[config.mk]
export PLATFORM = sky130hd
export DESIGN_NAME = twodo_div
export DESIGN_NICKNAME = d
export VERILOG_FILES = /design/src/design/twodo_pkg.sv /design/src/design/twodo_div.sv
export SDC_FILE = /design/constraint.sdc
export NUM_CORES = 1
export LEC_CHECK = 0
export ABC_AREA = 0
export BUFFER_PORTS_ARGS = -buffer_cell sky130_fd_sc_hd__buf_2
export CAP_MARGIN = 20
export CORE_MARGIN = 3
export CORE_UTILIZATION = 38
export DETAILED_ROUTE_END_ITERATION = 7
export SYNTH_ARGS = -nofsm -noshare
export SYNTH_HDL_FRONTEND = slang
export SYNTH_SLANG_ARGS = --single-unit
[constraint.sdc]
create_clock -name aclk -period 8.8 [get_ports aclk]
set_input_delay 0.44 -clock aclk [delete_from_list [all_inputs] [get_ports aclk]]
set_output_delay 0.44 -clock aclk [all_outputs]
set_load 0.05 [all_outputs]
[src/design/twodo_pkg.sv]
// Shared types, constants and helpers for the tracking wheel odometry block.
// Used by the serial multiplier, serial divider, CORDIC unit and top level.
// No dependencies.
package twodo_pkg;

    // Fixed-point constants
    localparam int DEG2RAD_Q24  = 292818;
    localparam int RAD2DEG_Q16  = 3754936;
    localparam int PI_Q24       = 52707179;
    localparam int HALF_PI_Q24  = 26353589;
    localparam int TWO_PI_Q24   = 105414357;
    localparam int GAIN_Q30     = 652032874;

    // Operating modes
    localparam logic [1:0] MODE_MOTORS = 2'd0;
    localparam logic [1:0] MODE_LEFT   = 2'd1;
    localparam logic [1:0] MODE_RIGHT  = 2'd2;
    localparam logic [1:0] MODE_THREE  = 2'd3;

    // Register indexes
    localparam logic [2:0] REG_MODE    = 3'd0;
    localparam logic [2:0] REG_RADIUS  = 3'd1;
    localparam logic [2:0] REG_LOFF    = 3'd2;
    localparam logic [2:0] REG_ROFF    = 3'd3;
    localparam logic [2:0] REG_SOFF    = 3'd4;
    localparam logic [2:0] REG_START_X = 3'd5;
    localparam logic [2:0] REG_START_Y = 3'd6;
    localparam logic [2:0] REG_START_H = 3'd7;

    // Status of an iterative arithmetic unit
    typedef struct packed {
        logic busy;
        logic done;
    } unit_stat_t;

    function automatic logic signed [31:0] sat32(input logic signed [63:0] v);
        if (v > 64'sd2147483647) begin
            return 32'sh7FFFFFFF;
        end else if (v < $signed(64'hFFFFFFFF80000000)) begin
            return 32'sh80000000;
        end else begin
            return v[31:0];
        end
    endfunction

    // atan(2^-i) in Q2.30
    function automatic logic [31:0] atan_q30(input logic [4:0] i);
        logic [31:0] v;
        unique case (i)
            5'd0:  v = 32'h3243F6A8;
            5'd1:  v = 32'h1DAC6705;
            5'd2:  v = 32'h0FADBAFC;
            5'd3:  v = 32'h07F56EA6;
            5'd4:  v = 32'h03FEAB76;
            5'd5:  v = 32'h01FFD55B;
            5'd6:  v = 32'h00FFFAAA;
            5'd7:  v = 32'h007FFF55;
            5'd8:  v = 32'h003FFFEA;
            5'd9:  v = 32'h001FFFFD;
            5'd10: v = 32'h000FFFFF;
            5'd11: v = 32'h0007FFFF;
            5'd12: v = 32'h0003FFFF;
            5'd13: v = 32'h0001FFFF;
            5'd14: v = 32'h0000FFFF;
            5'd15: v = 32'h00007FFF;
            5'd16: v = 32'h00003FFF;
            5'd17: v = 32'h00001FFF;
            5'd18: v = 32'h00000FFF;
            5'd19: v = 32'h000007FF;
            5'd20: v = 32'h000003FF;
            5'd21: v = 32'h000001FF;
            5'd22: v = 32'h000000FF;
            5'd23: v = 32'h0000007F;
            5'd24: v = 32'h0000003F;
            5'd25: v = 32'h0000001F;
            5'd26: v = 32'h0000000F;
            5'd27: v = 32'h00000008;
            5'd28: v = 32'h00000004;
            5'd29: v = 32'h00000002;
            5'd30: v = 32'h00000001;
            5'd31: v = 32'h00000000;
        endcase
        return v;
    endfunction

endpackage

[src/design/twodo_div.sv]
// Restoring signed divider, one quotient bit per cycle, truncating toward zero.
// 64-bit dividend, 34-bit divisor. Depends on twodo_pkg.
module twodo_div (
    input  logic                     aclk,
    input  logic                     aresetn,
    input  logic                     start,
    input  logic signed [63:0]       num,
    input  logic signed [33:0]       den,
    output logic signed [63:0]       quo,
    output twodo_pkg::unit_stat_t    stat
);
    import twodo_pkg::*;

    logic [63:0] nq_reg;
    logic [33:0] d_reg;
    logic [33:0] rem_reg;
    logic [5:0]  cnt_reg;
    logic        neg_reg;
    logic        busy_reg;
    logic        done_reg;
    logic [34:0] trial;
    logic        ge;

    assign trial = {rem_reg, nq_reg[63]};
    assign ge    = (trial >= {1'b0, d_reg});

    always_ff @(posedge aclk) begin
        if (!aresetn) begin
            busy_reg <= 1'b0;
            done_reg <= 1'b0;
        end else begin
            done_reg <= 1'b0;
            if (start) begin
                nq_reg   <= num[63] ? 64'(-num) : 64'(num);
                d_reg    <= den[33] ? 34'(-den) : 34'(den);
                neg_reg  <= num[63] ^ den[33];
                rem_reg  <= 34'd0;
                cnt_reg  <= 6'd63;
                busy_reg <= 1'b1;
            end else if (busy_reg) begin
                rem_reg <= ge ? 34'(trial - {1'b0, d_reg}) : trial[33:0];
                nq_reg  <= {nq_reg[62:0], ge};
                cnt_reg <= cnt_reg - 6'd1;
                if (cnt_reg == 6'd0) begin
                    busy_reg <= 1'b0;
                    done_reg <= 1'b1;
                end
            end
        end
    end

    assign quo       = neg_reg ? -$signed(nq_reg) : $signed(nq_reg);
    assign stat.busy = busy_reg;
    assign stat.done = done_reg;

endmodule

==> results_dict.tcl <==
set metrics [dict create \
    leakage_nw 4.87 \
    hpwl_um 20500 \
    vdd_drop_max_uv 130 \
    port_buffers 166 \
    async_flop_share_pct 0 \
    first_pass_iters 5 \
    power.share.clock_pct 32.6 \
    critPathArrivalTime_ns 4.39 \
    rsz0062_at_grt "no" \
    drive_gt1_share_pct 18.3 \
    synth.most_common_cell "edfxtp_1" \
    clock.fmax_mhz 207 \
    cts_hold_buf 0 \
    start_kind "register" \
    synth.cell_area_sq_um 10800 \
    drc_errors 0 \
    antenna_left 0 \
    switchingPower_uw 825 \
    largest_reg_flops 64 \
    combPwrFrac_pct 31.5 \
    clockBufferDepth 2 \
    grt_use_total_pct 18.4 \
    htree_num_levels 4 \
    gp_routability_congestion 0.874 \
    yosysTopAreaCell "edfxtp_1" \
    p_sw_share_pct 34.6 \
    seqPwrFrac_pct 35.9 \
    synth_cell_types 63 \
    r2r-end "rem_reg[22]" \
    postCtsSetupBuffers 0 \
    fin_ws_ns 3.97 \
    hp-start "den[0]" \
    rows 61 \
    power.density_nw_per_um2 189 \
    ys_ff_latch 141 \
    cp.required_ns 8.36 \
    dieArea_sq_um 30500 \
    pre_cts_slack_ns 4.42 \
    clkLatencyLatePin_ns 0.43 \
    synth.area.top_cells "edfxtp_1, xnor2_1, xor2_1" \
    ys_warn_count 0 \
    dieWidth_um 175 \
    path_clk_slew_ns 0.06 \
    skew_ns 0.00954 \
    antenna_found_initial 3 \
    tns_ns 0 \
    gr-total-overflow 0 \
    nFillCells 2829 \
    setup_viol 0 \
    cts_root_buf "clkbuf_16" \
    slew_headroom_pct 31.5 \
    fp.coreArea_sq_um 27900 \
    cts_made_buffers 17 \
    synth.top_cell.area_share_pct 38.6 \
    finalHoldViolations 0 \
    worstSetupStartpoint "nq_reg[22]" \
    crit_fanout 9 \
    yosysSeqAreaShare_pct 39.0 \
    hold_class "input pin to register" \
    initial_core_util_pct 38.7 \
    cts_tree "yes" \
    crit_path_end_kind "primary output" \
    wirelength_um 28100 \
    period_share_pct 54.9 \
    outcome "completed" \
    crit_path_end "quo[57]" \
    slew_viol_final 0 \
    syn_nets 1298 \
    reg2reg_setup_slack_ns 4.77 \
    die_y_um 175 \
    grt_max_degree 118 \
    wire_per_inst_um 16.7 \
    drtIter0Drc 496 \
    num-nets-final 1437 \
    vias 9077 \
    syn_inst 1157 \
    synth_common_cells "edfxtp_1, xnor2_1, nor2_1" \
    r2r_cells 12 \
    io_pins 167 \
    vias_per_cell 5.38 \
    cts_resized 0 \
    ys.flop_type "edfxtp_1" \
    grt_pass1_vias 9019 \
    max_cap_viol_count 0 \
    grt_pass1_wl_um 46000 \
    fin_crit_ns 4.83 \
    synth_edf_count 139 \
    cts_sinks 141 \
    worstMarginPinSlew_ns 1.03 \
    intPower_mw 1.56 \
    critPathKind "register to primary output" \
    r2r_start "d_reg[1]" \
    area_growth_pct 16.6 \
    avgSynthCellArea_sq_um 9.34 \
]
final cells by class:
type / instances / area (sq um) / share of cell area (%)
Clock buffer: 18 / 429 / 3.40
Timing Repair Buffer: 171 / 891 / 7.07
Antenna cell: 1 / 2.50 / 0.0199
Clock inverter: 13 / 186 / 1.48
Multi-Input combinational cell: 909 / 6200 / 49.2
Tap cell: 378 / 473 / 3.75
Inverter: 56 / 210 / 1.67
Sequential cell: 141 / 4210 / 33.4
cells in the final DEF (no fill, tap or decap), types with 7 or more instances in the layout:
| master | instances |
|---|---|
| buf_2 | 165 |
| edfxtp_1 | 139 |
| xnor2_1 | 123 |
| nor2_1 | 117 |
| a21oi_1 | 91 |
| nand2_1 | 74 |
| o21ai_0 | 69 |
| xor2_1 | 60 |
| inv_1 | 56 |
| o31ai_1 | 40 |
| ha_1 | 39 |
| or3_1 | 38 |
| mux2i_1 | 27 |
| nor3_1 | 21 |
| or4_1 | 17 |
| a21o_1 | 17 |
| clkbuf_16 | 17 |
| o41ai_1 | 16 |
| nand3_1 | 15 |
| nand2b_1 | 14 |
| nor4_1 | 10 |
| mux2_2 | 10 |
| or2_2 | 9 |
| o21a_1 | 9 |
| nand4_1 | 8 |
| a211oi_1 | 8 |
| o21bai_1 | 7 |
metal layers:
metal  share of wire [%]  up-vias  global-route usage [%]
li1                    -     4523                       -
met1                  46     4297                    24.6
met2                  46      225                    30.1
met3                 6.5       26                    4.80
met4                 1.2        6                    4.42
met5                0.16        -                       0
metrics by stage:
step	cell area (sq um)	power (mW)	std cells	hold WS [ns]	utilization, %
4_1_cts	12600	2.40	1685	0.218	45.0
3_3_place_gp	12000	1.61	1654	0.452	42.8
5_1_grt	12600	2.51	1686	0.212	45.1
6_report	12600	2.39	1687	0.239	45.1
2_1_floorplan	10800	1.43	1157	0.428	-
3_5_place_dp	12000	1.62	1654	0.458	42.8
worst min-delay path by stage:
stage,endpoint,slack [ns],cells past startpoint
CTS,d_reg[0],0.22,1
floorplan,done_reg,0.43,2
finish,d_reg[0],0.24,1
global route,d_reg[0],0.21,1
global placement,done_reg,0.45,2
detailed placement,done_reg,0.46,2
power by group through the flow:
stage,clock network (mW),registers [mW],logic (mW)
floorplan,0,0.859,0.576
global placement,0,0.869,0.743
detailed placement,0,0.870,0.747
CTS,0.792,0.857,0.753
global route,0.822,0.864,0.825
finish,0.778,0.857,0.751
worst max-delay path: stages, from the launching register on:
cell      delay [ns]
edfxtp_1        0.44
or3_1           0.40
or3_1           0.37
or4_4           0.53
or4_4           0.52
or3_4           0.40
or3_1           0.52
o21ai_0         0.30
xnor2_1         0.17
buf_2           0.29
kinds of logic after synthesis:
kind of cell / Yosys count / share of synthesized area (%)
DFF: 141 / 39.0
adders and majority gates: 40 / 4.70
AOI/OAI and AO/OA: 299 / 17.9
buffers and inverters: 107 / 3.87
muxes: 37 / 3.54
and+or+nand+nor: 350 / 16.2
xor gates and xnor gates: 183 / 14.8
Note: power is estimated with default switching activity, not from simulation.
