[config.mk]
export PLATFORM = sky130hd
export DESIGN_NAME = twodo_cordic
export DESIGN_NICKNAME = d
export VERILOG_FILES = /design/src/design/twodo_pkg.sv /design/src/design/twodo_cordic.sv
export SDC_FILE = /design/constraint.sdc
export NUM_CORES = 1
export LEC_CHECK = 0
export ABC_AREA = 1
export BUFFER_PORTS_ARGS = -buffer_cell sky130_fd_sc_hd__buf_2
export CAP_MARGIN = 20
export CORE_UTILIZATION = 45
export DETAILED_ROUTE_END_ITERATION = 8
export PLACE_DENSITY = 0.7
export SYNTH_ARGS = -nofsm -noshare
export SYNTH_HDL_FRONTEND = slang
export SYNTH_SLANG_ARGS = --single-unit
[constraint.sdc]
create_clock -name aclk -period 12.1 [get_ports aclk]
set_clock_uncertainty 0.1 [all_clocks]
set_input_delay 1.815 -clock aclk [delete_from_list [all_inputs] [get_ports aclk]]
set_output_delay 1.815 -clock aclk [all_outputs]
set_load 0.03 [all_outputs]
[src/design/twodo_pkg.sv]
// Shared types, constants and helpers for the tracking wheel odometry block.
// Used by the serial multiplier, serial divider, CORDIC unit and top level.
// No dependencies.
package twodo_pkg;

    // Fixed-point constants
    localparam int DEG2RAD_Q24  = 292818;
    localparam int RAD2DEG_Q16  = 3754936;
    localparam int PI_Q24       = 52707179;
    localparam int HALF_PI_Q24  = 26353589;
    localparam int TWO_PI_Q24   = 105414357;
    localparam int GAIN_Q30     = 652032874;

    // Operating modes
    localparam logic [1:0] MODE_MOTORS = 2'd0;
    localparam logic [1:0] MODE_LEFT   = 2'd1;
    localparam logic [1:0] MODE_RIGHT  = 2'd2;
    localparam logic [1:0] MODE_THREE  = 2'd3;

    // Register indexes
    localparam logic [2:0] REG_MODE    = 3'd0;
    localparam logic [2:0] REG_RADIUS  = 3'd1;
    localparam logic [2:0] REG_LOFF    = 3'd2;
    localparam logic [2:0] REG_ROFF    = 3'd3;
    localparam logic [2:0] REG_SOFF    = 3'd4;
    localparam logic [2:0] REG_START_X = 3'd5;
    localparam logic [2:0] REG_START_Y = 3'd6;
    localparam logic [2:0] REG_START_H = 3'd7;

    // Status of an iterative arithmetic unit
    typedef struct packed {
        logic busy;
        logic done;
    } unit_stat_t;

    function automatic logic signed [31:0] sat32(input logic signed [63:0] v);
        if (v > 64'sd2147483647) begin
            return 32'sh7FFFFFFF;
        end else if (v < $signed(64'hFFFFFFFF80000000)) begin
            return 32'sh80000000;
        end else begin
            return v[31:0];
        end
    endfunction

    // atan(2^-i) in Q2.30
    function automatic logic [31:0] atan_q30(input logic [4:0] i);
        logic [31:0] v;
        unique case (i)
            5'd0:  v = 32'h3243F6A8;
            5'd1:  v = 32'h1DAC6705;
            5'd2:  v = 32'h0FADBAFC;
            5'd3:  v = 32'h07F56EA6;
            5'd4:  v = 32'h03FEAB76;
            5'd5:  v = 32'h01FFD55B;
            5'd6:  v = 32'h00FFFAAA;
            5'd7:  v = 32'h007FFF55;
            5'd8:  v = 32'h003FFFEA;
            5'd9:  v = 32'h001FFFFD;
            5'd10: v = 32'h000FFFFF;
            5'd11: v = 32'h0007FFFF;
            5'd12: v = 32'h0003FFFF;
            5'd13: v = 32'h0001FFFF;
            5'd14: v = 32'h0000FFFF;
            5'd15: v = 32'h00007FFF;
            5'd16: v = 32'h00003FFF;
            5'd17: v = 32'h00001FFF;
            5'd18: v = 32'h00000FFF;
            5'd19: v = 32'h000007FF;
            5'd20: v = 32'h000003FF;
            5'd21: v = 32'h000001FF;
            5'd22: v = 32'h000000FF;
            5'd23: v = 32'h0000007F;
            5'd24: v = 32'h0000003F;
            5'd25: v = 32'h0000001F;
            5'd26: v = 32'h0000000F;
            5'd27: v = 32'h00000008;
            5'd28: v = 32'h00000004;
            5'd29: v = 32'h00000002;
            5'd30: v = 32'h00000001;
            5'd31: v = 32'h00000000;
        endcase
        return v;
    endfunction

endpackage

[src/design/twodo_cordic.sv]
// Sine and cosine of a Q10.24 angle: bit-serial reduction modulo 2*pi, quadrant
// fold, then one CORDIC rotation per cycle in Q4.30. Depends on twodo_pkg.
module twodo_cordic #(
    parameter int CORDIC_STEPS = 24
) (
    input  logic                     aclk,
    input  logic                     aresetn,
    input  logic                     start,
    input  logic signed [33:0]       angle,
    output logic signed [27:0]       cos_q,
    output logic signed [27:0]       sin_q,
    output twodo_pkg::unit_stat_t    stat
);
    import twodo_pkg::*;

    localparam logic [1:0] PH_IDLE = 2'd0;
    localparam logic [1:0] PH_MOD  = 2'd1;
    localparam logic [1:0] PH_FOLD = 2'd2;
    localparam logic [1:0] PH_ROT  = 2'd3;

    logic [1:0]         phase_reg;
    logic [33:0]        mag_reg;
    logic               neg_reg;
    logic [26:0]        rem_reg;
    logic [5:0]         cnt_reg;
    logic               flip_reg;
    logic signed [33:0] x_reg;
    logic signed [33:0] y_reg;
    logic signed [33:0] z_reg;
    logic               done_reg;

    logic [27:0]        trial;
    logic signed [27:0] r0;
    logic signed [27:0] r1;
    logic signed [27:0] r2;
    logic               flip;
    logic [4:0]         idx;
    logic signed [33:0] atan_v;
    logic signed [33:0] xs;
    logic signed [33:0] ys;
    logic signed [33:0] xo;

    assign trial  = {rem_reg, mag_reg[33]};
    assign idx    = cnt_reg[4:0];
    assign atan_v = $signed({2'b00, atan_q30(idx)});
    assign xs     = x_reg >>> idx;
    assign ys     = y_reg >>> idx;

    always_comb begin
        r0 = (neg_reg && rem_reg != 27'd0) ? 28'(TWO_PI_Q24) - $signed({1'b0, rem_reg})
                                           : $signed({1'b0, rem_reg});
        r1 = (r0 > 28'(PI_Q24)) ? r0 - 28'(TWO_PI_Q24) : r0;
        flip = 1'b0;
        r2   = r1;
        if (r1 > 28'(HALF_PI_Q24)) begin
            r2   = 28'(PI_Q24) - r1;
            flip = 1'b1;
        end else if (r1 < -28'(HALF_PI_Q24)) begin
            r2   = -28'(PI_Q24) - r1;
            flip = 1'b1;
        end
    end

    always_ff @(posedge aclk) begin
        if (!aresetn) begin
            phase_reg <= PH_IDLE;
            done_reg  <= 1'b0;
        end else begin
            done_reg <= 1'b0;
            unique case (phase_reg)
                PH_IDLE: begin
                    if (start) begin
                        mag_reg   <= angle[33] ? 34'(-angle) : 34'(angle);
                        neg_reg   <= angle[33];
                        rem_reg   <= 27'd0;
                        cnt_reg   <= 6'd33;
                        phase_reg <= PH_MOD;
                    end
                end
                PH_MOD: begin
                    rem_reg <= (trial >= 28'(TWO_PI_Q24)) ? 27'(trial - 28'(TWO_PI_Q24))
                                                          : trial[26:0];
                    mag_reg <= {mag_reg[32:0], 1'b0};
                    cnt_reg <= cnt_reg - 6'd1;
                    if (cnt_reg == 6'd0) begin
                        phase_reg <= PH_FOLD;
                    end
                end
                PH_FOLD: begin
                    z_reg     <= 34'(r2) <<< 6;
                    x_reg     <= 34'(GAIN_Q30);
                    y_reg     <= 34'sd0;
                    flip_reg  <= flip;
                    cnt_reg   <= 6'd0;
                    phase_reg <= PH_ROT;
                end
                PH_ROT: begin
                    if (z_reg >= 34'sd0) begin
                        x_reg <= x_reg - ys;
                        y_reg <= y_reg + xs;
                        z_reg <= z_reg - atan_v;
                    end else begin
                        x_reg <= x_reg + ys;
                        y_reg <= y_reg - xs;
                        z_reg <= z_reg + atan_v;
                    end
                    cnt_reg <= cnt_reg + 6'd1;
                    if (cnt_reg == 6'(CORDIC_STEPS - 1)) begin
                        phase_reg <= PH_IDLE;
                        done_reg  <= 1'b1;
                    end
                end
                default: phase_reg <= PH_IDLE;
            endcase
        end
    end

    assign xo        = x_reg >>> 6;
    assign cos_q     = flip_reg ? 28'(-xo) : 28'(xo);
    assign sin_q     = 28'(y_reg >>> 6);
    assign stat.busy = (phase_reg != PH_IDLE);
    assign stat.done = done_reg;

endmodule

==> run summary <==
Setup CP Type = register to register
Wire length per cell = 16.5 um
Clock latency at the later pin of the worst-skew pair = 0.58 ns
Hold path startpoint = mag_reg[15]
Clock transition at path regs = 0.07 ns
Required @ worst endpoint = 12.34 ns
Hold Crit Endpoint = mag_reg[16]
Root buffer cell = clkbuf_16
Min Tclk post-route = 7.11 ns
Cts bufs inserted = 26
Netlist cell types = 69
Critical path endpoint category = register
Design area = 27,900 um^2
Initial antenna violation count = 4
Total grt overflow = 0
Synth area leader = edfxtp_1
Top FF cell, synth = edfxtp_1
Post-DP HPWL = 64.9 mm
# hold bufs at CTS = 0
Mean Syn Cell Area = 6.13 um^2
First-pass GRT wire length = 133 mm
Final hold violation count = 0
Share of layout cells above drive strength 1 = 7.59%
Num ports = 95
Post-synth EDFFs = 171
Via density = 5.49
Placed insts = 4,997
Core area = 57,800 um^2
Post-synthesis instance area = 26,400 um^2
Vias in the first global route = 24,900
Slew HR = 35.4%
CP peak stage delay = 0.62 ns
Vias = 27,700
Largest net degree at the start of global routing = 91
Register bit total from synthesis = 204
H-tree level count = 1
DP Area = 27,000 um^2
R2R Path Start = cnt_reg[0]
Worst setup margin = 4.99 ns
Initial cell density of the core = 45.6%
Drt total wl = 83.4 mm
Synthesis Warnings = 0
FP Rows = 88
Post-synth top area share = 19.5%
Worst r2r dst = y_reg[33]
Post-synthesis sequential area ratio = 22.0%
Post-route DRC = 0
Max cap viols = 0
Final Wtd Congestion = 0.981
Synth top area cells = edfxtp_1 (19%), nand2_1 (17%), o21ai_0 (7.1%)
Post-Syn Instances = 4,298
Final period util = 58.7%
Die Height = 244 um
Final nets = 4,427
Post-route ant nets = 0
CTS resizes = 0
TritonCTS clock tree = done
R2R depth = 35
GRT Total Usage = 27.2%
Ys async rst share = 0%
Hold path depth = 2
Ant diodes = 0
Setup violators final = 0
RSZ-0062 raised after global routing = no
Layout Cells excl Fill = 5,045
Die W = 244 um
Startpoint Class = register
Max Clk Rate = 141 MHz
WP data arrival = 7.35 ns
Die ar. = 59,600 um^2
Worst-path fanout max = 90
Placement Setup Slack = 5.27 ns
Worst Tran Pin Value = 0.962 ns
Status = finished, final reports clean
Drt initial violations = 2,455
Critical-path top delay cell = buf_4
R2R Setup Slk = 4.99 ns
Setup Buffers After CTS = 0
Min-Delay Path Class = register to register
CTS max path bufs = 3
Port bufs = 94
Critical path's most frequent cell = nand2_1
Area grow syn2layout = 5.74%
Slew Limit Fails = 0
CTS sink cnt = 204
Pre-Repair DR Iteration Count = 8
Setup TNS = 0 ns
Synthesized net count = 4,465
[worst max-delay path by stage]
stage / cells past startpoint / slack (ns) / startpoint / endpoint
6_report: 35 / 4.99 / cnt_reg[0] / y_reg[33]
5_1_grt: 36 / 4.20 / cnt_reg[0] / x_reg[29]
4_1_cts: 35 / 5.21 / cnt_reg[0] / x_reg[33]
3_5_place_dp: 35 / 5.27 / cnt_reg[0] / x_reg[33]
3_3_place_gp: 34 / 5.45 / cnt_reg[0] / x_reg[33]
2_1_floorplan: 2 / 2.28 / aresetn / x_reg[0]
[worst max-delay path: cells and delay by family, from the launching register on]
family          cells  cell delay [ns]
compound gates      7             1.61
fa+ha+maj           1             0.31
mux                 1             0.27
buf+inv             4             1.20
flops               1             0.32
simple gates       22             3.02
[placed cells by master (no fill, tap or decap), types with 6 or more instances in the layout]
cell type	netlist	routed
a21oi_2	7	7
buf_4	41	26
o21bai_1	7	7
o21ai_0	374	371
clkbuf_16	0	28
o31ai_1	10	10
buf_2	29	94
o211ai_1	18	18
inv_1	432	431
ha_1	126	124
nor2_1	490	490
o21a_1	40	40
o21ai_2	5	7
a21o_1	9	9
nor2_2	15	15
clkinv_1	6	8
nand4_1	83	83
inv_2	30	32
xor2_1	118	118
mux2i_1	31	31
nor2_4	7	7
nand2_1	1196	1196
dfxtp_1	33	33
a21oi_1	344	343
nand3_1	203	203
a211oi_1	13	13
nor4_1	6	6
o41ai_1	6	6
or2_2	33	33
o21ai_1	12	12
nor3_1	105	105
nand2_2	39	39
a31oi_1	26	26
xnor2_1	54	54
edfxtp_1	171	171
[area by class of cell]
class	instances	area (um^2)
Sequential cell	204	5800
Multi-Input combinational cell	3437	17800
Timing Repair Buffer	120	666
Clock inverter	15	164
Clock buffer	33	739
Tap cell	765	957
Fill cell	6108	29900
Inverter	471	1770
[kinds of logic (layout without fill, tap and decap cells)]
logic type               after synthesis  in the layout  synth area share [%]
AND/OR/NAND/NOR                     2203           2203                  35.2
AO/OA/AOI/OAI                        901            901                  18.9
buffers and inverters                657            639                  10.7
flip-flops                           204            204                  22.0
XOR/XNOR                             172            172                  5.71
adder cells (fa/ha/maj)              130            130                  6.28
multiplexers                          31             31                  1.18
[Yosys cell counts (5+ instances only)]
library cell,instances
nand2_1,1196
nor2_1,490
inv_1,432
o21ai_0,374
a21oi_1,344
nand3_1,203
edfxtp_1,171
ha_1,126
xor2_1,118
nor3_1,105
nand4_1,83
clkbuf_1,78
xnor2_1,54
buf_4,41
o21a_1,40
nand2_2,39
dfxtp_1,33
or2_2,33
mux2i_1,31
inv_2,30
buf_2,29
a31oi_1,26
buf_1,19
o211ai_1,18
nor2_2,15
buf_6,14
a211oi_1,13
o21ai_1,12
o31ai_1,10
a21o_1,9
a21oi_2,7
nor2_4,7
o21bai_1,7
clkinv_1,6
nor4_1,6
o41ai_1,6
nand2_4,5
nor3b_1,5
o21ai_2,5
[stage by stage]
stage               util [%]  hold slack [ns]
floorplan                  -            0.393
global placement        46.7            0.405
detailed placement      46.7            0.416
CTS                     48.2            0.430
global route            48.2            0.457
finish                  48.2            0.428
[layer usage]
layer  up-vias  global-route usage (%)  part of all wire (%)
met5         -                       0                 0.040
met4         4                    6.97                   2.4
met3       123                    3.52                   7.0
met2       946                    42.2                    43
met1     12400                    39.4                    47
li1      14200                       -                     -
Power is left out: the tool's default activity adds up to more than one toggle a clock period on the data nets, which glitch-free logic cannot reach.
