### src/design/twodo_pkg.sv
// Shared types, constants and helpers for the tracking wheel odometry block.
// Used by the serial multiplier, serial divider, CORDIC unit and top level.
// No dependencies.
package twodo_pkg;

    // Fixed-point constants
    localparam int DEG2RAD_Q24  = 292818;
    localparam int RAD2DEG_Q16  = 3754936;
    localparam int PI_Q24       = 52707179;
    localparam int HALF_PI_Q24  = 26353589;
    localparam int TWO_PI_Q24   = 105414357;
    localparam int GAIN_Q30     = 652032874;

    // Operating modes
    localparam logic [1:0] MODE_MOTORS = 2'd0;
    localparam logic [1:0] MODE_LEFT   = 2'd1;
    localparam logic [1:0] MODE_RIGHT  = 2'd2;
    localparam logic [1:0] MODE_THREE  = 2'd3;

    // Register indexes
    localparam logic [2:0] REG_MODE    = 3'd0;
    localparam logic [2:0] REG_RADIUS  = 3'd1;
    localparam logic [2:0] REG_LOFF    = 3'd2;
    localparam logic [2:0] REG_ROFF    = 3'd3;
    localparam logic [2:0] REG_SOFF    = 3'd4;
    localparam logic [2:0] REG_START_X = 3'd5;
    localparam logic [2:0] REG_START_Y = 3'd6;
    localparam logic [2:0] REG_START_H = 3'd7;

    // Status of an iterative arithmetic unit
    typedef struct packed {
        logic busy;
        logic done;
    } unit_stat_t;

    function automatic logic signed [31:0] sat32(input logic signed [63:0] v);
        if (v > 64'sd2147483647) begin
            return 32'sh7FFFFFFF;
        end else if (v < $signed(64'hFFFFFFFF80000000)) begin
            return 32'sh80000000;
        end else begin
            return v[31:0];
        end
    endfunction

    // atan(2^-i) in Q2.30
    function automatic logic [31:0] atan_q30(input logic [4:0] i);
        logic [31:0] v;
        unique case (i)
            5'd0:  v = 32'h3243F6A8;
            5'd1:  v = 32'h1DAC6705;
            5'd2:  v = 32'h0FADBAFC;
            5'd3:  v = 32'h07F56EA6;
            5'd4:  v = 32'h03FEAB76;
            5'd5:  v = 32'h01FFD55B;
            5'd6:  v = 32'h00FFFAAA;
            5'd7:  v = 32'h007FFF55;
            5'd8:  v = 32'h003FFFEA;
            5'd9:  v = 32'h001FFFFD;
            5'd10: v = 32'h000FFFFF;
            5'd11: v = 32'h0007FFFF;
            5'd12: v = 32'h0003FFFF;
            5'd13: v = 32'h0001FFFF;
            5'd14: v = 32'h0000FFFF;
            5'd15: v = 32'h00007FFF;
            5'd16: v = 32'h00003FFF;
            5'd17: v = 32'h00001FFF;
            5'd18: v = 32'h00000FFF;
            5'd19: v = 32'h000007FF;
            5'd20: v = 32'h000003FF;
            5'd21: v = 32'h000001FF;
            5'd22: v = 32'h000000FF;
            5'd23: v = 32'h0000007F;
            5'd24: v = 32'h0000003F;
            5'd25: v = 32'h0000001F;
            5'd26: v = 32'h0000000F;
            5'd27: v = 32'h00000008;
            5'd28: v = 32'h00000004;
            5'd29: v = 32'h00000002;
            5'd30: v = 32'h00000001;
            5'd31: v = 32'h00000000;
        endcase
        return v;
    endfunction

endpackage

### src/design/twodo_mul.sv
// Bit-serial signed multiplier: 64-bit multiplicand times a narrow multiplier,
// one multiplier bit per cycle, MSB first. Depends on twodo_pkg.
module twodo_mul (
    input  logic                     aclk,
    input  logic                     aresetn,
    input  logic                     start,
    input  logic signed [63:0]       a,
    input  logic signed [33:0]       b,
    input  logic [5:0]               nbit,
    output logic signed [63:0]       prod,
    output twodo_pkg::unit_stat_t    stat
);
    import twodo_pkg::*;

    logic signed [63:0] a_reg;
    logic [33:0]        b_reg;
    logic signed [63:0] acc_reg;
    logic [5:0]         cnt_reg;
    logic               first_reg;
    logic               busy_reg;
    logic               done_reg;
    logic signed [63:0] addend;

    assign addend = b_reg[33] ? a_reg : 64'sd0;

    always_ff @(posedge aclk) begin
        if (!aresetn) begin
            busy_reg <= 1'b0;
            done_reg <= 1'b0;
        end else begin
            done_reg <= 1'b0;
            if (start) begin
                a_reg     <= a;
                b_reg     <= b << (6'd33 - nbit);
                cnt_reg   <= nbit;
                first_reg <= 1'b1;
                acc_reg   <= 64'sd0;
                busy_reg  <= 1'b1;
            end else if (busy_reg) begin
                // sign bit carries negative weight
                if (first_reg) begin
                    acc_reg <= 64'sd0 - addend;
                end else begin
                    acc_reg <= (acc_reg <<< 1) + addend;
                end
                first_reg <= 1'b0;
                b_reg     <= {b_reg[32:0], 1'b0};
                cnt_reg   <= cnt_reg - 6'd1;
                if (cnt_reg == 6'd0) begin
                    busy_reg <= 1'b0;
                    done_reg <= 1'b1;
                end
            end
        end
    end

    assign prod      = acc_reg;
    assign stat.busy = busy_reg;
    assign stat.done = done_reg;

endmodule

### config.mk
export PLATFORM = sky130hd
export DESIGN_NAME = twodo_mul
export DESIGN_NICKNAME = d
export VERILOG_FILES = /design/src/design/twodo_pkg.sv /design/src/design/twodo_mul.sv
export SDC_FILE = /design/constraint.sdc
export NUM_CORES = 1
export LEC_CHECK = 0
export ABC_AREA = 1
export BUFFER_PORTS_ARGS = -buffer_cell sky130_fd_sc_hd__buf_2
export CAP_MARGIN = 20
export CORE_AREA = 2 2 189 266
export DETAILED_ROUTE_END_ITERATION = 12
export DIE_AREA = 0 0 191 268
export SLEW_MARGIN = 40
export SYNTH_ARGS = -nofsm -noshare
export SYNTH_HDL_FRONTEND = slang
export SYNTH_SLANG_ARGS = --single-unit
### constraint.sdc
create_clock -name aclk -period 8.2 [get_ports aclk]
set_input_delay 1.23 -clock aclk [delete_from_list [all_inputs] [get_ports aclk]]
set_output_delay 1.23 -clock aclk [all_outputs]
set_load 0.1 [all_outputs]
==> summary.md, run 1 <==
| Metric | Value |
|---|---|
| Initial DRC count | `~1300` |
| GP Congestion | `0.988` |
| Met2 Usage GRT | `about two fifths` |
| # hold bufs at CTS | `0` |
| Detail Placement HPWL | `between 40000 and 50000 um` |
| CP startpoint kind | `input pin` |
| Clock insertion delay at the later pin of the skew report | `~0.5 ns` |
| Die Span Y | `around 270 um` |
| Pwr dens | `180 nW/um^2` |
| #FFs+latches synth | `roughly 170` |
| Post-synthesis average cell area | `6.19 um^2` |
| Clk root buf | `clkbuf_16` |
| # setup viols final | `0` |
| Max Freq | `around 240 MHz` |
| H-tree levels | `4` |
| Clock buffer depth | `2` |
| Nets | `between 2000 and 3000` |
| Leak Pwr | `about 9.5 nW` |
| Met3 usage | `under 10%` |
| Synthesis-to-layout area growth | `12.7%` |
| Number of remaining DRC errors | `0` |
| Clock tree sinks | `between 150 and 200` |
| Peak supply drop | `between 0.0001 and 0.00015 V` |
| Area after DPL | `17400 um^2` |
| Post-Syn Area | `between 15000 and 20000 um^2` |
| R2r worst-path depth | `12` |
| # IOs | `173` |
| Largest net degree at the start of global routing | `65` |
| Register area share after synthesis | `between 30% and 40%` |
| Final max-slew violation count | `0` |
| Share of layout cells above drive strength 1 | `between 10% and 20%` |
| Hold EP | `b_reg[5]` |
| Vias after detailed routing | `roughly 17000` |
| Ant diodes | `0` |
| Worst Hold Class | `flop to flop` |
| Routed length per instance | `17.3 um` |
| Crit path required time | `~8.5 ns` |
| Setup TNS | `0 ns` |
| Critical Path Sink Type | `flop` |
| Post_cts resized | `0` |
| Clock Pin Slew Worst Setup and Hold Paths | `approximately 0.07 ns` |
| Relative slew margins | `around 46%` |
| I/O Buffers | `around 170` |
| Hold Path Cell Cnt | `2` |
| Hold Path Origin | `b_reg[4]` |
| Vias in the first global route | `approximately 16000` |
| Synth warn | `0` |
| CTS tree | `yes` |
| Post-synth EDFFs | `~170` |
| Power share of the sequential group | `~34%` |
| Post-DRT Antenna Nets | `0` |
| Die area | `51200 um^2` |
| Grt ovf | `0` |
| Crit share post-route | `about half` |
| Die W | `191 um` |
| Most common flop cell mapped by yosys | `edfxtp_1` |
| Commonest non-fill, non-tap cell in the layout | `nand2_1` |
| Drt total wl | `roughly 58000 um` |
| Logic pwr share | `between 30% and 40%` |
| Outcome | `finished, final reports clean` |
| Post-CTS Setup Inserts | `0` |
| Clk pwr share | `a little over a quarter` |
| Worst path arrival time | `4.54 ns` |
| Netlist cell types | `49` |
| FILL cells | `~5400` |
| Via density per instance | `roughly 5.0` |
| Syn nets | `2709` |
| Final instance area | `~18000 um^2` |
| Crit path kind | `input pin to flop` |
| Worst Tran Pin Value | `between 0.8 and 0.9 ns` |
| FP Rows | `96` |
| Reg2reg end | `prod[61]` |
| M1 GR Usage | `between 20% and 30%` |
| Ys async rst share | `0%` |
| Critical-path maximum fanout | `38` |
| GRT Total Usage | `22.7%` |
| R2r setup slk | `approximately 4.6 ns` |
| Reg-to-Reg Start | `b_reg[33]` |
| Core area | `about 49000 um^2` |
| DR pass1 iterations | `6` |
| Post-Syn Instances | `between 2000 and 3000` |
| Final Hold Vio Count | `0` |
| Fin Clk Skew | `roughly 0.017 ns` |
| Antenna violations before repair | `2` |
| Most frequent cells in the layout | `923 x nand2_1, 402 x inv_1, 207 x nor2_1, 207 x nand3_1, 172 x buf_2` |
| Setup repair after global routing missed its margin | `no` |
| Minimum clock period | `4.23 ns` |
| Initial cell density of the core | `approximately 33%` |
| Internal | `between 1.5 and 2 mW` |
| Grt peak-use layer | `met2` |
| Max-Cap Viols | `0` |
| First-pass GRT wire length | `87900 um` |
| TritonCTS Buffers | `17` |
| Sw Share | `between 40% and 50%` |
| Sw power | `roughly 1.4 mW` |
-- cells in the mapped netlist, drive strengths merged, types with 2 or more instances --
| cell | count | area [um^2] |
|---|---|---|
| dfxtp | 2 | 40.0 |
| o221ai | 6 | 52.6 |
| edfxtp | 169 | 5070 |
| o21a | 4 | 30.0 |
| nand3 | 213 | 1100 |
| nand4 | 22 | 138 |
| xor2 | 24 | 210 |
| o311ai | 2 | 17.5 |
| ha | 21 | 263 |
| and2 | 4 | 25.0 |
| clkbuf | 42 | 158 |
| a21oi | 142 | 711 |
| mux2i | 5 | 50.1 |
| nor2 | 251 | 1100 |
| buf | 26 | 195 |
| o21ai | 141 | 706 |
| xnor2 | 5 | 43.8 |
| and3 | 2 | 12.5 |
| nor4 | 3 | 18.8 |
| nand3b | 4 | 30.0 |
| o211ai | 22 | 165 |
| clkinv | 2 | 7.51 |
| a21boi | 2 | 15.0 |
| inv | 433 | 1630 |
| nor3 | 28 | 161 |
| or2 | 6 | 37.5 |
| o21bai | 14 | 105 |
| nand2 | 970 | 3790 |
| a31oi | 12 | 75.1 |
-- critical path: stages --
cell,delay (ns)
buf_2,0.41
inv_2,0.37
ha_2,0.32
nand3_1,0.09
xor2_1,0.30
inv_1,0.12
nor2_1,0.10
inv_1,0.12
nor2_1,0.62
inv_1,0.52
o221ai_1,0.31
-- metrics by stage --
step                worst slack [ns]  hold slack (ns)  utilization, %  std cells  total power [mW]
detailed placement              3.44            0.515            35.7       3332              2.36
finish                          3.97            0.533            37.0       3364              3.24
global route                    3.59            0.567            37.0       3364              3.41
CTS                             3.97            0.536            37.0       3364              3.25
floorplan                       4.18            0.451               -       2581              2.05
global placement                3.18            0.506            35.7       3332              2.36
-- how the worst max path moves through the flow --
stage                     startpoint         to  slack, ns  depth (start not counted)
after detailed placement     nbit[1]  b_reg[13]       3.44                         11
final                        nbit[1]  b_reg[16]       3.97                         11
after global routing         nbit[1]  b_reg[13]       3.59                         11
after CTS                    nbit[1]  b_reg[16]       3.97                         11
after global placement       nbit[1]  b_reg[16]       3.18                         11
after floorplan              aresetn   b_reg[0]       4.18                          2
-- power groups by stage --
stage | Sequential [mW] | Clock, mW | Combinational (mW)
floorplan | 1.35 | 0 | 0.698
global placement | 1.13 | 0 | 1.23
detailed placement | 1.13 | 0 | 1.23
CTS | 1.11 | 0.903 | 1.23
global route | 1.12 | 0.928 | 1.37
finish | 1.11 | 0.886 | 1.25
-- metal layers --
layer  vias up  share of wire, %
met5         -             0.021
met2       537                51
li1       8479                 -
met1      7616                39
met4         2               5.5
met3       129               5.2
-- kinds of logic (layout without fill, tap and decap cells) --
| logic type | count (synthesis) | in the layout | synth area share, % |
|---|---|---|---|
| adder cells (fa/ha/maj) | 21 | 21 | 1.64 |
| AO/OA/AOI/OAI | 348 | 348 | 11.9 |
| XOR/XNOR | 29 | 29 | 1.59 |
| multiplexers | 5 | 5 | 0.313 |
| AND/OR/NAND/NOR | 1504 | 1504 | 40.1 |
| flip-flops | 171 | 171 | 32.0 |
| buffers and inverters | 503 | 649 | 12.4 |
-- layout make-up --
cell class              instances  area (um^2)  share of cell area, %
flip-flops and latches        171         5110                   28.4
multi-input cells            1907         8900                   49.4
well taps                     637          797                   4.43
clock buffers                  18          439                   2.44
repair buffers                182          943                   5.24
inverters                     435         1630                   9.07
clock inverters                14          179                  0.994
Power figures use the tool's default switching activity.
==> run 2: changes to the inputs <==
Clock period 8.2 ns to 3.6 ns, I/O delays scaled along.
==> summary.md, run 2 (same netlist as run 1, synthesis figures left out) <==
| Metric | Value |
|---|---|
| Setup ws final | `around 0.34 ns` |
| Detail Placement HPWL | `48100 um` |
| Routed length per instance | `17.5 um` |
| Crit share post-route | `between 90% and 100%` |
| Worst Tran Pin Value | `~0.8 ns` |
| Largest net degree at the start of global routing | `65` |
| Grt ovf | `0` |
| Post_cts resized | `0` |
| Peak supply drop | `about 0.00027 V` |
| Relative slew margins | `46.7%` |
| CP startpoint kind | `flop` |
| Die Span Y | `~270 um` |
| Share of layout cells above drive strength 1 | `approximately an eighth` |
| Crit path kind | `flop to flop` |
| Clock insertion delay at the later pin of the skew report | `between 0.4 and 0.5 ns` |
| Vias after detailed routing | `around 17000` |
| DR pass1 iterations | `7` |
| Minimum clock period | `between 3 and 4 ns` |
| Fin Clk Skew | `approximately 0.021 ns` |
| # hold bufs at CTS | `0` |
| Commonest non-fill, non-tap cell in the layout | `nand2_1` |
| Clk root buf | `clkbuf_16` |
| Via density per instance | `about 4.9` |
| Max-Cap Viols | `0` |
| Initial DRC count | `roughly 1200` |
| Max Freq | `just over 300 MHz` |
| GP Congestion | `between 0.9 and 1` |
| TritonCTS Buffers | `17` |
| CTS tree | `yes` |
| H-tree levels | `4` |
| Die W | `~190 um` |
| GRT Total Usage | `a little under a quarter` |
| Initial cell density of the core | `32.9%` |
| Post-DRT Antenna Nets | `0` |
| Antenna violations before repair | `5` |
| Outcome | `finished, final reports clean` |
| Setup repair after global routing missed its margin | `no` |
| Area after DPL | `between 15000 and 20000 um^2` |
| Most frequent cells in the layout | `923 x nand2_1, 404 x inv_1, 207 x nor2_1, 207 x nand3_1, 172 x buf_2` |
| Nets | `~2900` |
| # setup viols final | `0` |
| # IOs | `roughly 170` |
| Clock buffer depth | `2` |
| Post-CTS Setup Inserts | `0` |
| First-pass GRT wire length | `between 80000 and 90000 um` |
| Die area | `approximately 51000 um^2` |
| Critical-path maximum fanout | `between 50 and 60` |
| Drt total wl | `59200 um` |
| Synthesis-to-layout area growth | `13.6%` |
| Final max-slew violation count | `0` |
| Setup TNS | `0 ns` |
| Worst Hold Class | `input pin to flop` |
| Clock tree sinks | `171` |
| Core area | `48600 um^2` |
| Leak Pwr | `around 9.6 nW` |
| I/O Buffers | `between 150 and 200` |
| Pwr dens | `between 400 and 500 nW/um^2` |
| Critical Path Sink Type | `flop` |
| Crit path required time | `3.81 ns` |
| Clock Pin Slew Worst Setup and Hold Paths | `approximately 0.09 ns` |
| Final instance area | `approximately 18000 um^2` |
| FP Rows | `96` |
| Number of remaining DRC errors | `0` |
| Vias in the first global route | `~16000` |
| Final Hold Vio Count | `0` |
| Setup slack at placement | `0.422 ns` |
| Worst path arrival time | `roughly 3.5 ns` |
run 2: cell types whose count changed in the layout (fill, tap and decap cells not counted), sizes merged:
cell,before,now
clkinvlp,1,2
clkinv,5,6
inv,441,438
bufinv,2,3
buf,182,195
diode,0,4
run 2: final cells by class:
cell class / count / area (um^2)
Tap cell: 637 / 797
Multi-Input combinational cell: 1907 / 8900
Timing Repair Buffer: 195 / 1100
Antenna cell: 4 / 10.0
Sequential cell: 171 / 5110
Clock inverter: 14 / 185
Clock buffer: 18 / 429
Inverter: 435 / 1630
Fill cell: 5402 / 30500
run 2: critical path: stages, from the launching register on:
cell and delay [ns]:
edfxtp_1 0.41, buf_12 0.31, nand2_1 0.24, inv_1 0.24, ha_1 0.33, inv_1 0.12, o21ai_0 0.15, a31oi_1 0.26
o21ai_0 0.16, nand2_1 0.09, nand2_1 0.04, a21oi_1 0.30, nand3_1 0.13, nand3_1 0.12, a21oi_1 0.09
run 2: where the power goes:
group	switching, mW	total, mW	internal [mW]	leakage, nW
clock	0.904	2.01	1.11	0.296
combinational	2.17	2.88	0.708	7.63
sequential	0.128	2.54	2.42	1.66
total	3.20	7.43	4.23	9.58
run 2: metrics by stage:
stage          util (%)  instances  total power [mW]  hold WS, ns
2_1_floorplan         -       2581              4.66        0.451
3_3_place_gp       36.0       3345              5.44        0.516
3_5_place_dp       36.0       3345              5.43        0.513
4_1_cts            37.3       3377              7.46        0.193
5_1_grt            37.3       3377              7.83        0.195
6_report           37.3       3381              7.43        0.220
run 2: worst paths after layout:
kind	startpoint	to	slack [ns]	depth (start not counted)
max	b_reg[33]	prod[61]	0.34	14
min	a[39]	a_reg[39]	0.22	1
max reg2reg	b_reg[33]	prod[61]	0.34	14
min reg2reg	b_reg[14]	b_reg[15]	0.52	2
run 2: layer usage:
metal | vias to the layer above | share of wire, % | wire [um] | GRT usage (%)
met4 | 2 | 5.9 | 3500 | 13.6
met3 | 150 | 5.5 | 3240 | 4.27
met5 | - | 0.022 | 13 | 0
met2 | 516 | 50 | 29800 | 41.6
li1 | 8510 | - | - | -
met1 | 7508 | 38 | 22600 | 25.0
